$ cat src/rtl/mfmd_pkg.sv
// Shared types and constants for the motor feedback multi-turn decoder.
`timescale 1ns / 1ps
`default_nettype none

package mfmd_pkg;

  // Fixed field widths
  localparam int unsigned FRAME_W       = 64;
  localparam int unsigned GAIN_W        = 24;
  localparam int unsigned GAIN_FRAC     = 16;
  localparam int unsigned ENC_OUT_W     = 25;
  localparam int unsigned STEP_OUT_W    = 25;
  localparam int unsigned TOTAL_W       = 48;
  localparam int unsigned SPEED_W       = 16;
  localparam int unsigned CUR_W         = 24;
  localparam int unsigned TEMP_W        = 8;
  localparam int unsigned CFG_IDX_W     = 2;
  localparam int unsigned CFG_DATA_W    = 24;

  // Register reset values
  localparam logic [GAIN_W-1:0] INV_GEAR_RST = 24'd65536;
  localparam logic [GAIN_W-1:0] CUR_GAIN_RST = 24'd65536;

  typedef enum logic [CFG_IDX_W-1:0] {
    CFG_INV_GEAR  = 2'd0,
    CFG_CUR_GAIN  = 2'd1,
    CFG_TEMP_PRES = 2'd2
  } cfg_reg_e;

  typedef enum logic [2:0] {
    ST_IDLE,
    ST_INIT,
    ST_DIV,
    ST_ROUND,
    ST_DIFF,
    ST_MULS,
    ST_MULC,
    ST_DONE
  } state_e;

  // Controller to datapath commands
  typedef struct packed {
    logic load;      // capture input beat
    logic div_init;  // clamp encoder, form constant products
    logic div_step;  // reciprocal multiply for the quotient estimate
    logic round;     // correct quotient, form encoder angle
    logic diff;      // unwrap encoder step
    logic mul_step;  // step magnitude times gear reciprocal
    logic mul_cur;   // scale step, start current multiply
    logic commit;    // update state and output beat
  } cmd_t;

endpackage

`default_nettype wire

$ cat src/rtl/motor_feedback_multiturn_decoder.sv
// Top level of the motor feedback multi-turn decoder.
`timescale 1ns / 1ps
`default_nettype none

// Channel | Ports                               | Direction | Beat
// --------+-------------------------------------+-----------+-------------------------------
// in      | in_valid_i, in_stall_o, frame_i     | input     | one 8-byte feedback frame
// out     | out_valid_o, out_stall_i, fields    | output    | one decoded frame
// cfg     | cfg_we_i, cfg_index_i, cfg_data_i   | input     | one register write, no wait
//
// Sequence: each frame goes through the accept, clamp and constant products,
//   reciprocal multiply for the encoder quotient, quotient correction, unwrap,
//   two passes through the shared multiplier and the commit, and only then is
//   the next frame accepted. The result beat becomes valid with the commit.
// Reset: asynchronous, active low; the configuration registers return to their
//   defaults and the previous angle, total and held temperature clear to zero.
// Stalls: the output beat sits in its own register, so a new frame is accepted
//   while an earlier result waits; a frame that finishes while the output is
//   still stalled holds in its final state until the slot frees.

module motor_feedback_multiturn_decoder import mfmd_pkg::*; #(
  parameter int unsigned ENCODER_MAX         = 8191,
  parameter int unsigned ANGLE_FRACTION_BITS = 16
) (
  input  wire                          clk_i,
  input  wire                          rst_ni,
  // configuration
  input  wire                          cfg_we_i,
  input  wire  [CFG_IDX_W-1:0]         cfg_index_i,
  input  wire  [CFG_DATA_W-1:0]        cfg_data_i,
  // input frames
  input  wire                          in_valid_i,
  output logic                         in_stall_o,
  input  wire  [FRAME_W-1:0]           frame_i,
  // results
  output logic                         out_valid_o,
  input  wire                          out_stall_i,
  output logic [ENC_OUT_W-1:0]         encoder_degrees_o,
  output logic signed [STEP_OUT_W-1:0] step_degrees_o,
  output logic signed [TOTAL_W-1:0]    total_degrees_o,
  output logic signed [SPEED_W-1:0]    speed_o,
  output logic signed [CUR_W-1:0]      current_o,
  output logic [TEMP_W-1:0]            temperature_o,
  output logic                         encoder_clamped_o
);

  cmd_t cmd;

  mfmd_ctrl u_ctrl (
    .clk_i      (clk_i),
    .rst_ni     (rst_ni),
    .in_valid_i (in_valid_i),
    .in_stall_o (in_stall_o),
    .out_valid_o(out_valid_o),
    .out_stall_i(out_stall_i),
    .cmd_o      (cmd)
  );

  mfmd_datapath #(
    .ENCODER_MAX        (ENCODER_MAX),
    .ANGLE_FRACTION_BITS(ANGLE_FRACTION_BITS)
  ) u_datapath (
    .clk_i            (clk_i),
    .rst_ni           (rst_ni),
    .cmd_i            (cmd),
    .cfg_we_i         (cfg_we_i),
    .cfg_index_i      (cfg_index_i),
    .cfg_data_i       (cfg_data_i),
    .frame_i          (frame_i),
    .encoder_degrees_o(encoder_degrees_o),
    .step_degrees_o   (step_degrees_o),
    .total_degrees_o  (total_degrees_o),
    .speed_o          (speed_o),
    .current_o        (current_o),
    .temperature_o    (temperature_o),
    .encoder_clamped_o(encoder_clamped_o)
  );

endmodule

`default_nettype wire

$ cat src/rtl/mfmd_ctrl.sv
// Sequencing controller for the multi-turn decoder.
`timescale 1ns / 1ps
`default_nettype none

module mfmd_ctrl import mfmd_pkg::*; (
  input  wire  clk_i,
  input  wire  rst_ni,
  input  wire  in_valid_i,
  output logic in_stall_o,
  output logic out_valid_o,
  input  wire  out_stall_i,
  output cmd_t cmd_o
);

  state_e        state_q, state_d;
  logic          out_valid_q, out_valid_d;

  always_ff @(posedge clk_i or negedge rst_ni) begin
    if (!rst_ni) begin
      state_q     <= ST_IDLE;
      out_valid_q <= 1'b0;
    end else begin
      state_q     <= state_d;
      out_valid_q <= out_valid_d;
    end
  end

  always_comb begin
    state_d     = state_q;
    cmd_o       = '0;
    out_valid_d = out_valid_q & out_stall_i;
    case (state_q)
      ST_IDLE: begin
        if (in_valid_i) begin
          cmd_o.load = 1'b1;
          state_d    = ST_INIT;
        end
      end
      ST_INIT: begin
        cmd_o.div_init = 1'b1;
        state_d        = ST_DIV;
      end
      ST_DIV: begin
        cmd_o.div_step = 1'b1;
        state_d        = ST_ROUND;
      end
      ST_ROUND: begin
        cmd_o.round = 1'b1;
        state_d     = ST_DIFF;
      end
      ST_DIFF: begin
        cmd_o.diff = 1'b1;
        state_d    = ST_MULS;
      end
      ST_MULS: begin
        cmd_o.mul_step = 1'b1;
        state_d        = ST_MULC;
      end
      ST_MULC: begin
        cmd_o.mul_cur = 1'b1;
        state_d       = ST_DONE;
      end
      ST_DONE: begin
        if (!out_valid_q || !out_stall_i) begin
          cmd_o.commit = 1'b1;
          out_valid_d  = 1'b1;
          state_d      = ST_IDLE;
        end
      end
      default: begin
        state_d = ST_IDLE;
      end
    endcase
  end

  assign in_stall_o  = (state_q != ST_IDLE);
  assign out_valid_o = out_valid_q;

endmodule

`default_nettype wire

$ cat src/rtl/mfmd_datapath.sv
// Datapath: frame unpack, encoder scaling, unwrap, shared multiplier, accumulator.
`timescale 1ns / 1ps
`default_nettype none

module mfmd_datapath import mfmd_pkg::*; #(
  parameter int unsigned ENCODER_MAX         = 8191,
  parameter int unsigned ANGLE_FRACTION_BITS = 16
) (
  input  wire                          clk_i,
  input  wire                          rst_ni,
  input  cmd_t                         cmd_i,
  input  wire                          cfg_we_i,
  input  wire  [CFG_IDX_W-1:0]         cfg_index_i,
  input  wire  [CFG_DATA_W-1:0]        cfg_data_i,
  input  wire  [FRAME_W-1:0]           frame_i,
  output logic [ENC_OUT_W-1:0]         encoder_degrees_o,
  output logic signed [STEP_OUT_W-1:0] step_degrees_o,
  output logic signed [TOTAL_W-1:0]    total_degrees_o,
  output logic signed [SPEED_W-1:0]    speed_o,
  output logic signed [CUR_W-1:0]      current_o,
  output logic [TEMP_W-1:0]            temperature_o,
  output logic                         encoder_clamped_o
);

  localparam int unsigned F      = ANGLE_FRACTION_BITS;
  localparam int unsigned EMW    = $clog2(ENCODER_MAX + 1);
  localparam int unsigned EW     = 9 + F;
  localparam int unsigned YW     = 2 * EMW;
  localparam int unsigned MW     = EMW + 2;
  localparam int unsigned MAGW   = 8 + F;
  localparam int unsigned OPW    = (MAGW > 17) ? MAGW : 17;
  localparam int unsigned PW     = OPW + GAIN_W;
  localparam int unsigned RW     = PW - GAIN_FRAC;
  localparam int unsigned SW     = MAGW + 1;

  localparam logic [63:0] HALF64 = 64'd180 << F;
  localparam logic [63:0] FULL64 = 64'd360 << F;
  // full turn = ENC_A * ENCODER_MAX + ENC_B
  localparam logic [63:0] ENC_A64 = FULL64 / 64'(ENCODER_MAX);
  localparam logic [63:0] ENC_B64 = FULL64 % 64'(ENCODER_MAX);
  localparam logic [63:0] RECIP64 = (64'd1 << YW) / 64'(ENCODER_MAX);
  localparam logic [EW-1:0]       ENC_A    = ENC_A64[EW-1:0];
  localparam logic [EMW-1:0]      ENC_B    = ENC_B64[EMW-1:0];
  localparam logic [MW-1:0]       RECIP    = RECIP64[MW-1:0];
  localparam logic [YW-1:0]       ENC_DIV  = YW'(ENCODER_MAX);
  localparam logic [YW-1:0]       ENC_HALF = YW'(ENCODER_MAX / 2);
  localparam logic signed [EW:0]  HALF_D = HALF64[EW:0];
  localparam logic signed [EW:0]  FULL_D = FULL64[EW:0];
  localparam logic [RW-1:0]       HALF_R = HALF64[RW-1:0];
  localparam logic [MAGW-1:0]     HALF_M = HALF64[MAGW-1:0];
  localparam logic [RW-1:0]       CUR_POS_LIM = RW'(24'h7FFFFF);
  localparam logic [RW-1:0]       CUR_NEG_LIM = RW'(24'h800000);
  localparam logic [PW-1:0]       RND_HALF = PW'(32'd32768);
  localparam logic signed [TOTAL_W-1:0] TOTAL_MAX = {1'b0, {(TOTAL_W-1){1'b1}}};
  localparam logic signed [TOTAL_W-1:0] TOTAL_MIN = {1'b1, {(TOTAL_W-1){1'b0}}};

  // Configuration
  logic [GAIN_W-1:0] inv_gear_q, cur_gain_q;
  logic              temp_pres_q;

  always_ff @(posedge clk_i or negedge rst_ni) begin
    if (!rst_ni) begin
      inv_gear_q  <= INV_GEAR_RST;
      cur_gain_q  <= CUR_GAIN_RST;
      temp_pres_q <= 1'b1;
    end else if (cfg_we_i) begin
      case (cfg_reg_e'(cfg_index_i))
        CFG_INV_GEAR:  inv_gear_q  <= cfg_data_i[GAIN_W-1:0];
        CFG_CUR_GAIN:  cur_gain_q  <= cfg_data_i[GAIN_W-1:0];
        CFG_TEMP_PRES: temp_pres_q <= cfg_data_i[0];
        default: ;
      endcase
    end
  end

  // Frame unpack and encoder clamp
  logic [FRAME_W-1:0] frame_q;
  logic [15:0]        enc_word, cur_word;
  logic [EMW-1:0]     raw;
  logic               clamp;

  always_comb begin
    enc_word = frame_q[63:48];
    cur_word = frame_q[31:16];
    clamp    = 1'b0;
    raw      = EMW'(enc_word);
    if (enc_word[15]) begin
      raw   = '0;
      clamp = 1'b1;
    end else if (enc_word > 16'(ENCODER_MAX)) begin
      raw   = EMW'(ENCODER_MAX);
      clamp = 1'b1;
    end
  end

  // Encoder angle = raw*ENC_A + (raw*ENC_B + half) / ENCODER_MAX. The small
  // quotient comes from a reciprocal multiply that is at most one short, so a
  // single compare of the remainder finishes it.
  logic [EW-1:0]    enc_base_q;
  logic [YW-1:0]    enc_y_q;
  logic [EMW-1:0]   enc_qe_q;
  logic [YW+MW-1:0] enc_prod;
  logic [YW-1:0]    enc_rem;
  logic             enc_carry;

  assign enc_prod  = (YW+MW)'(enc_y_q) * (YW+MW)'(RECIP);
  assign enc_rem   = enc_y_q - YW'(enc_qe_q) * ENC_DIV;
  assign enc_carry = (enc_rem >= ENC_DIV);

  // Unwrap
  logic [EW-1:0]      enc_q, prev_q;
  logic signed [EW:0] diff_raw, diff_uw, diff_abs;

  always_comb begin
    diff_raw = $signed({1'b0, enc_q}) - $signed({1'b0, prev_q});
    diff_uw  = diff_raw;
    if (diff_raw > HALF_D) begin
      diff_uw = diff_raw - FULL_D;
    end else if (diff_raw < -HALF_D) begin
      diff_uw = diff_raw + FULL_D;
    end
    diff_abs = diff_uw[EW] ? -diff_uw : diff_uw;
  end

  // Shared multiplier and rounding
  logic [MAGW-1:0]   mag_q;
  logic              diff_neg_q, cur_neg_q;
  logic [16:0]       cur_mag;
  logic [OPW-1:0]    op_a;
  logic [GAIN_W-1:0] op_b;
  logic [PW-1:0]     prod_q, prod_rnd;
  logic [RW-1:0]     prod_r;

  assign cur_mag  = cur_word[15] ? (17'h10000 - {1'b0, cur_word}) : {1'b0, cur_word};
  assign op_a     = cmd_i.mul_cur ? OPW'(cur_mag) : OPW'(mag_q);
  assign op_b     = cmd_i.mul_cur ? cur_gain_q : inv_gear_q;
  assign prod_rnd = prod_q + RND_HALF;
  assign prod_r   = prod_rnd[PW-1:GAIN_FRAC];

  // Step clamp to half a turn
  logic [MAGW-1:0]      step_mag;
  logic signed [SW-1:0] step_q, step_d;

  always_comb begin
    step_mag = (prod_r > HALF_R) ? HALF_M : prod_r[MAGW-1:0];
    step_d   = diff_neg_q ? -$signed({1'b0, step_mag}) : $signed({1'b0, step_mag});
  end

  // Current clamp and total accumulation
  logic [RW-1:0]               cur_lim;
  logic [CUR_W-1:0]            cur_mag_c, cur_d;
  logic signed [TOTAL_W-1:0]   acc_q, total_d;
  logic signed [TOTAL_W:0]     total_sum;

  always_comb begin
    if (cur_neg_q) begin
      cur_lim = (prod_r > CUR_NEG_LIM) ? CUR_NEG_LIM : prod_r;
    end else begin
      cur_lim = (prod_r > CUR_POS_LIM) ? CUR_POS_LIM : prod_r;
    end
    cur_mag_c = cur_lim[CUR_W-1:0];
    cur_d     = cur_neg_q ? (CUR_W'(0) - cur_mag_c) : cur_mag_c;

    total_sum = $signed({acc_q[TOTAL_W-1], acc_q})
              + $signed({{(TOTAL_W+1-SW){step_q[SW-1]}}, step_q});
    if (total_sum[TOTAL_W] != total_sum[TOTAL_W-1]) begin
      total_d = total_sum[TOTAL_W] ? TOTAL_MIN : TOTAL_MAX;
    end else begin
      total_d = total_sum[TOTAL_W-1:0];
    end
  end

  // Per-frame working registers
  always_ff @(posedge clk_i) begin
    if (cmd_i.load) begin
      frame_q <= frame_i;
    end
    if (cmd_i.div_init) begin
      enc_base_q <= EW'(raw) * ENC_A;
      enc_y_q    <= YW'(raw) * YW'(ENC_B) + ENC_HALF;
    end
    if (cmd_i.div_step) begin
      enc_qe_q <= enc_prod[YW +: EMW];
    end
    if (cmd_i.round) begin
      enc_q <= enc_base_q + EW'(enc_qe_q) + EW'(enc_carry);
    end
    if (cmd_i.diff) begin
      diff_neg_q <= diff_uw[EW];
      mag_q      <= diff_abs[MAGW-1:0];
    end
    if (cmd_i.mul_step || cmd_i.mul_cur) begin
      prod_q <= PW'(op_a) * PW'(op_b);
    end
    if (cmd_i.mul_cur) begin
      step_q    <= step_d;
      cur_neg_q <= cur_word[15];
    end
  end

  // Frame-to-frame state
  logic [TEMP_W-1:0] temp_q;

  always_ff @(posedge clk_i or negedge rst_ni) begin
    if (!rst_ni) begin
      prev_q <= '0;
      acc_q  <= '0;
      temp_q <= '0;
    end else if (cmd_i.commit) begin
      prev_q <= enc_q;
      acc_q  <= total_d;
      if (temp_pres_q) begin
        temp_q <= frame_q[15:8];
      end
    end
  end

  // Output beat registers
  logic signed [SW-1:0]      step_out_q;
  logic signed [SPEED_W-1:0] speed_out_q;
  logic signed [CUR_W-1:0]   cur_out_q;
  logic                      clamp_out_q;

  always_ff @(posedge clk_i) begin
    if (cmd_i.commit) begin
      step_out_q  <= step_q;
      speed_out_q <= frame_q[47:32];
      cur_out_q   <= cur_d;
      clamp_out_q <= clamp;
    end
  end

  logic [EW+ENC_OUT_W-1:0]  enc_ext;
  logic [SW+STEP_OUT_W-1:0] step_ext;

  assign enc_ext  = {{ENC_OUT_W{1'b0}}, prev_q};
  assign step_ext = {{STEP_OUT_W{step_out_q[SW-1]}}, step_out_q};

  assign encoder_degrees_o = enc_ext[ENC_OUT_W-1:0];
  assign step_degrees_o    = step_ext[STEP_OUT_W-1:0];
  assign total_degrees_o   = acc_q;
  assign speed_o           = speed_out_q;
  assign current_o         = cur_out_q;
  assign temperature_o     = temp_q;
  assign encoder_clamped_o = clamp_out_q;

endmodule

`default_nettype wire
$ cat config.mk
export PLATFORM = sky130hd
export DESIGN_NAME = motor_feedback_multiturn_decoder
export DESIGN_NICKNAME = d
export VERILOG_FILES = /design/src/rtl/mfmd_pkg.sv /design/src/rtl/motor_feedback_multiturn_decoder.sv /design/src/rtl/mfmd_ctrl.sv /design/src/rtl/mfmd_datapath.sv
export SDC_FILE = /design/constraint.sdc
export NUM_CORES = 2
export LEC_CHECK = 0
export ABC_AREA = 1
export BUFFER_PORTS_ARGS = -buffer_cell sky130_fd_sc_hd__buf_2
export CAP_MARGIN = 20
export CORE_UTILIZATION = 35
export CTS_BUF_LIST = sky130_fd_sc_hd__clkbuf_8
export CTS_CLUSTER_SIZE = 12
export DETAILED_ROUTE_END_ITERATION = 8
export PLACE_DENSITY = 0.53
export SLEW_MARGIN = 20
export SYNTH_ARGS = -nofsm -noshare
export SYNTH_HDL_FRONTEND = slang
export SYNTH_SLANG_ARGS = --single-unit
$ cat constraint.sdc
create_clock -name clk_i -period 7.9 [get_ports clk_i]
set_input_delay 1.58 -clock clk_i [delete_from_list [all_inputs] [get_ports clk_i]]
set_output_delay 1.58 -clock clk_i [all_outputs]
set_load 0.05 [all_outputs]
# [Word level (Yosys, flattened, before mapping)]
# Index checks and enable logic that the tools add are counted.
# Widths: inputs -> output; s select.
[totals] regBits=446 latch_bits=0 ram_bits=0 mem_bits_ro=0 output_inout_bits=149 wordCells=105 memories=0
[classes] n_addsub=13 multipliers=5 n_div=0 n_lt_le_gt_ge=7 eq_ne=12 shift=0 n_mux=32 bitwise_logic=1 n_reduce_logical=12
[ops] operator="$mux 24" n=9
[ops] operator="$mux 48" n=2
[ops] operator="$gt 32x24->1 const B" n=2
[ops] operator="$mux 26" n=2
[ops] operator="$add 48x25->49" n=1
[ops] operator="$add 48x16->48 const B" n=1
[ops] operator="$mul 24x24->48" n=1
[ops] operator="$mul 26x14->39 const B" n=1
[ops] operator="$mul 13x6->19 const B" n=2
[ops] operator="$gt 32x23->1 const B" n=1
[ops] operator="$add 25x12->26 const B" n=1
[ops] operator="$add 26x26->26 const B" n=1
[ops] operator="$ge 26x13->1 const B" n=1
[ops] operator="$gt 26x25->1 const B" n=1
[ops] operator="$lt 26x25->1 const B" n=1
[ops] operator="$mul 13x13->26 const B" n=1
[ops] operator="$mux 13" n=2
[ops] operator="$sub 25x25->26" n=1
[ops] operator="$sub 26x26->26" n=1
[ops] operator="$sub 26x26->26 const B" n=1
[ops] operator="$add 25x1->25" n=1
[ops] operator="$add 25x13->25" n=1
[ops] operator="$neg 24->25" n=1
[ops] operator="$neg 24->24" n=1
[ops] operator="22 further kinds" n=45

# [Longest topological paths before layout]
[logic_depth] depth_word=6 depth_mapped=45

# [Cells and area by module]
# From an unflattened synthesis, not the netlist that was laid out.
[unflattened] cells_unflattened=6073 hier_area_um2=49666.4
[modules_own_cells] mod="mfmd_datapath" instances=1 cells_each=6041 area_each_um2=49438.7
[modules_own_cells] mod="mfmd_ctrl" instances=1 cells_each=32 area_each_um2=227.7

# [Worst setup path after synthesis]
# OpenSTA, ideal clock, no wires.
[synth_path] path_type="reg2reg" from="register u_ctrl.state_q[0]" to="register u_datapath.prod_q[41] (data pin)" t_arrival_ns=8.289 setup_slack_ns=-0.654 stages_incl_launch_ff=35 n_path_buf=3 synth_period_minus_slack_ns=8.554 cell_sequence="dfrtp_1 -> inv_1 -> ha_1 -> nand2_1 -> inv_2 -> clkbuf_1 -> clkbuf_1 -> nand2_1 -> o21ai_1 -> clkbuf_1 -> nand2_1 -> fa_1 -> inv_1 -> fa_1 -> fa_1 -> inv_1 -> fa_1 -> inv_1 -> fa_1 -> inv_1 -> fa_1 -> inv_1 -> fa_1 -> ha_1 -> nand2_1 -> nor2_1 -> inv_1 -> nor2_1 -> inv_1 -> nor3_1 -> a221oi_1 -> o21ai_0 -> nand2_1 -> o21ai_0 -> xor2_1"
[synth_between] elab_chain_len=4 elab_cells_between_ends=5 cone_classes="mul (1); eq/ne (1); mux (3)"
[synth_lines] element="start: declaration" line="mfmd_ctrl.sv:15" text="state_e state_q, state_d;"
[synth_lines] element="start signal: assignment" line="mfmd_ctrl.sv:23" text="state_q <= state_d;"
[synth_lines] element="$eq 3x3->1 (*)" line="mfmd_ctrl.sv:32" text="case (state_q)"
[synth_lines] element="$mux 1 (*)" line="mfmd_ctrl.sv:32"
[synth_lines] element="$mux 24, on equally long branches" line="mfmd_datapath.sv:135, mfmd_datapath.sv:136"
[synth_lines] element="$mul 24x24->48 (*)" line="mfmd_datapath.sv:193" text="prod_q <= PW'(op_a) * PW'(op_b);"
[synth_lines] element="end signal: assignment" line="mfmd_datapath.sv:193"
[synth_lines] element="end: declaration" line="mfmd_datapath.sv:131" text="logic [PW-1:0] prod_q, prod_rnd;"
# Every way passes the cells marked *; elsewhere a longest branch is shown, timed or not.
# A chain may end at the register's enable or synchronous reset.

# [Worst setup path after layout]
[layout_path] from="register u_datapath.frame_q[17]" to="register u_datapath.prod_q[43] (data pin)"
[layout_between] elab_chain_len=4
[layout_lines] element="start: declaration" line="mfmd_datapath.sv:77" text="logic [FRAME_W-1:0] frame_q;"
[layout_lines] element="start signal: assignment" line="mfmd_datapath.sv:176" text="frame_q <= frame_i;"
[layout_lines] element="$sub 17x16->17" line="mfmd_datapath.sv:134" text="assign cur_mag = cur_word[15] ? (17'h10000 - {1'b0, cur_word}) : {1'b0, cur_word};"
[layout_lines] element="$mux 17 (*)" line="mfmd_datapath.sv:134"
[layout_lines] element="$mux 24 (*)" line="mfmd_datapath.sv:135" text="assign op_a = cmd_i.mul_cur ? OPW'(cur_mag) : OPW'(mag_q);"
[layout_lines] element="$mul 24x24->48 (*)" line="mfmd_datapath.sv:193"
# Marks and branches as above.

==> metrics.md <==
| Metric | Value |
|---|---|
| Status | complete, no violations |
| CTS tree | done |
| Post-route ant nets | 0 |
| Layout cells sized above 1 | 19.2% |
| R2R Path Start | u_datapath.frame_q[17]$_DFFE_PP_ |
| Row count | 137 |
| Largest net degree at the start of global routing | 80 |
| Initial antenna violation count | 4 |
| Clock Latency Late Sink | between 700 and 800 ps |
| CP delay by family, top | adder cells |
| Clock tree buffer depth | 3 |
| Slew headroom | a little under two fifths |
| Global-route wire length before repair | around 240 mm |
| RR Endpoint | u_datapath.prod_q[43]$_DFFE_PP_ |
| CTS clk-pin slew, worst paths | 70 ps |
| Die area | 144000 um2 |
| Netlist Area Pre-Place | just under 50000 um2 |
| GP Congestion | roughly 0.95 |
| Synth Warn # | 0 |
| Slew @ Worst Pin | about 940 ps |
| WHS Path Cells | 0 |
| Pre-CTS setup slack | -688 ps |
| DR DRC count | 0 |
| CTS buffer count | 81 |
| Unrepaired setup endpoints after global routing | yes |
| Flops & latches, synth | roughly 420 |
| Fin crit period | about 7900 ps |
| Critical path's most frequent cell | fa_1 |
| Worst setup path category | flip-flop to flip-flop |
| IO Pins | around 240 |
| Worst-path maximum fanout | 5 |
| Distinct cell type count after synthesis | 71 |
| Slowest Stage Delay on Critical Path | ~600 ps |
| DRT Pass-1 Iters | 7 |
| Layout area overhead | 21.5% |
| Synth top area share | between 20% and 30% |
| Fin. Hold Viols | 0 |
| Max Slew Vio Count | 0 |
| Ys async rst share | between 30 and 40% |
| # port buffers | 235 |
| # placed instances | roughly 8400 |
| Vias per inst | 4.78 |
| Setup violators final | 0 |
| Syn_area_per_cell | 8.33 um2 |
| Synth area leaders | fa_1 (25%), edfxtp_1 (17%), ha_1 (10%), nand2_1 (10%), inv_1 (9.2%) |
| Clock skew | approximately 44 ps |
| WL final | 158 mm |
| H-tree Lvls | 3 |
| Die Ht | approximately 380 um |
| Worst EP arrival | 8340 ps |
| Syn_nets | between 7000 and 8000 |
| Worst Slack Setup Final | 49.3 ps |
| Dominant synthesized flop cell | edfxtp_1 |
| Max-cap violations | 0 |
| R2R cell count | 36 |
| Worst EP required | about 8400 ps |
| EDFF count, synth | about 280 |
| Clock sinks | 417 |
| Wire length per cell | about 18 um |
| Total track usage | 22.3% |
| DPL Wire Length | approximately 130 mm |
| Core area | roughly 140000 um2 |
| Post-CTS Hold Fix Bufs | 0 |
| Crit-path slowest cell | fa_2 |
| Setup crit end kind | flip-flop |
| Startpoint Class | flip-flop |
| Fin nets | 7824 |
| Seq/Total Area, Yosys | between 20% and 30% |
| Layout Cells excl Fill | 8648 |
| Clock root cell | clkbuf_8 |
| Die width | between 300 and 400 um |
| Buf/Inv on CP | 11 |
| Initial Util | a little over a third |
| Total gr overflow | 0 |
| Leading area contributor after synthesis | fa_1 |
| Iteration-0 DRC Markers | 2676 |
| Post-Synthesis Cells | around 6000 |
| Vias in the first global route | 42600 |
| Vias | just over 40000 |
| Period utilization | about 99% |
| R2R Setup Slk | approximately 49 ps |
| WHS Endpoint | u_datapath.speed_o[5]$_DFFE_PP_ |
| Fmax | around 130 MHz |
| Hold crit path type | flip-flop to flip-flop |
| Hold path startpoint | u_datapath.frame_q[37]$_DFFE_PP_ |
sequential cells by signal, indices dropped and copies added, names as in the netlist, 16 cells and up:
| register | cells |
|---|---|
| u_datapath.cur_gain_q | 24 |
| u_datapath.current_o | 24 |
| u_datapath.enc_base_q | 19 |
| u_datapath.enc_q | 25 |
| u_datapath.enc_y_q | 20 |
| u_datapath.encoder_degrees_o | 25 |
| u_datapath.frame_q | 56 |
| u_datapath.inv_gear_q | 24 |
| u_datapath.mag_q | 24 |
| u_datapath.prod_q | 33 |
| u_datapath.speed_o | 16 |
| u_datapath.step_degrees_o | 25 |
| u_datapath.step_q | 25 |
| u_datapath.total_degrees_o | 48 |
cells by family after synthesis:
family                     share of synthesized area, %
AOI/OAI and AO/OA                                  7.35
xor gates and xnor gates                           4.08
buffers and inverters                              10.4
DFF                                                23.8
adders and majority gates                          35.1
muxes                                             0.181
and+or+nand+nor                                    19.0
layout by cell type, fill, tap and decap left out, types with 21 or more instances in the layout:
cell,synthesis,final
dfrtp_1,131,131
buf_4,2,477
nand3_1,170,150
nor3_1,56,47
buf_12,1,23
clkinv_1,18,23
a21oi_2,2,32
nand3_2,7,24
a31oi_1,37,34
ha_1,402,362
a21oi_1,265,222
edfxtp_1,283,283
o21ai_2,10,25
inv_2,13,63
nand4_1,49,49
o21ai_0,225,189
inv_1,1214,1189
xor2_1,161,158
o21ai_1,43,60
buf_2,12,234
xnor2_1,71,70
nand2_2,23,54
nand2_1,1333,1291
nor2_2,17,35
ha_4,0,33
clkbuf_8,0,85
nor2_1,540,506
fa_1,622,601
nor2_4,8,24
buf_6,4,25
fa_2,0,21
stage by stage:
step / area (um2) / TNS, ps / util (%) / hold WS, ps
after floorplan: 49800 / 0 / - / 400
after CTS: 59200 / -89.5 / 42.2 / 415
after detailed placement: 56400 / -15550 / 40.2 / 405
after global placement: 56400 / -15290 / 40.2 / 401
after global routing: 60400 / -4570 / 43.1 / 426
final: 60400 / 0 / 43.1 / 409
synth_stat cells, types with 18 or more instances:
cell type	n
edfxtp_1	283
ha_1	402
nor3_1	56
nand4_1	49
a21oi_1	265
dfrtp_1	131
o21ai_0	225
nand3_1	170
fa_1	622
a31oi_1	37
nand2_1	1333
clkinv_1	18
o21a_1	18
xor2_1	161
inv_1	1214
o21ai_1	43
nand2_2	23
clkbuf_1	84
nor2_1	540
xnor2_1	71
layout make-up:
class                      count  area [um2]
antenna                        3        7.51
clock buffer                  85        1170
clock inverter                62         488
fill                       14100       79800
inverter                    1245        4700
multi-input combinational   4195       34300
sequential                   417       11900
tap                         1876        2350
timing repair buffer         765        5620
routing by layer:
metal	global-route usage [%]	wire length, um	share of wire, %
met1	29.6	70200	44
met2	37.7	75100	47
met3	3.33	8560	5.4
met4	5.98	4500	2.8
met5	0	0	0
worst reg2reg max path, delay by kind of cell, from the launching register on:
| kind | cells | cell delay (ps) |
|---|---|---|
| DFF | 1 | 400 |
| xor gates and xnor gates | 2 | 240 |
| AOI/OAI and AO/OA | 9 | 1190 |
| adders and majority gates | 9 | 4140 |
| and+or+nand+nor | 5 | 760 |
| buffers and inverters | 11 | 840 |
worst max-delay path by stage:
stage,startpoint,depth (start not counted),to,slack (ps)
finish,u_datapath.frame_q[17]$_DFFE_PP_,36,u_datapath.prod_q[43]$_DFFE_PP_,50
global route,u_datapath.frame_q[17]$_DFFE_PP_,37,u_datapath.prod_q[47]$_DFFE_PP_,-270
CTS,u_datapath.frame_q[17]$_DFFE_PP_,35,u_datapath.prod_q[47]$_DFFE_PP_,-60
detailed placement,u_datapath.frame_q[16]$_DFFE_PP_,35,u_datapath.prod_q[43]$_DFFE_PP_,-690
global placement,u_datapath.frame_q[17]$_DFFE_PP_,38,u_datapath.prod_q[41]$_DFFE_PP_,-660
floorplan,u_datapath.enc_qe_q[5]$_DFFE_PP_,41,u_datapath.enc_q[24]$_DFFE_PN_,20
what timing repair did:
item                                    4_1_cts  5_1_grt
buffers inserted                             39       37
pin swaps                                   107      201
gates resized for setup                     180      254
endpoints found under the setup margin       38       42
gates cloned                                  2        0
Power is not shown: default switching activity piles up to over one toggle a cycle in this logic, so the estimate is an artifact.
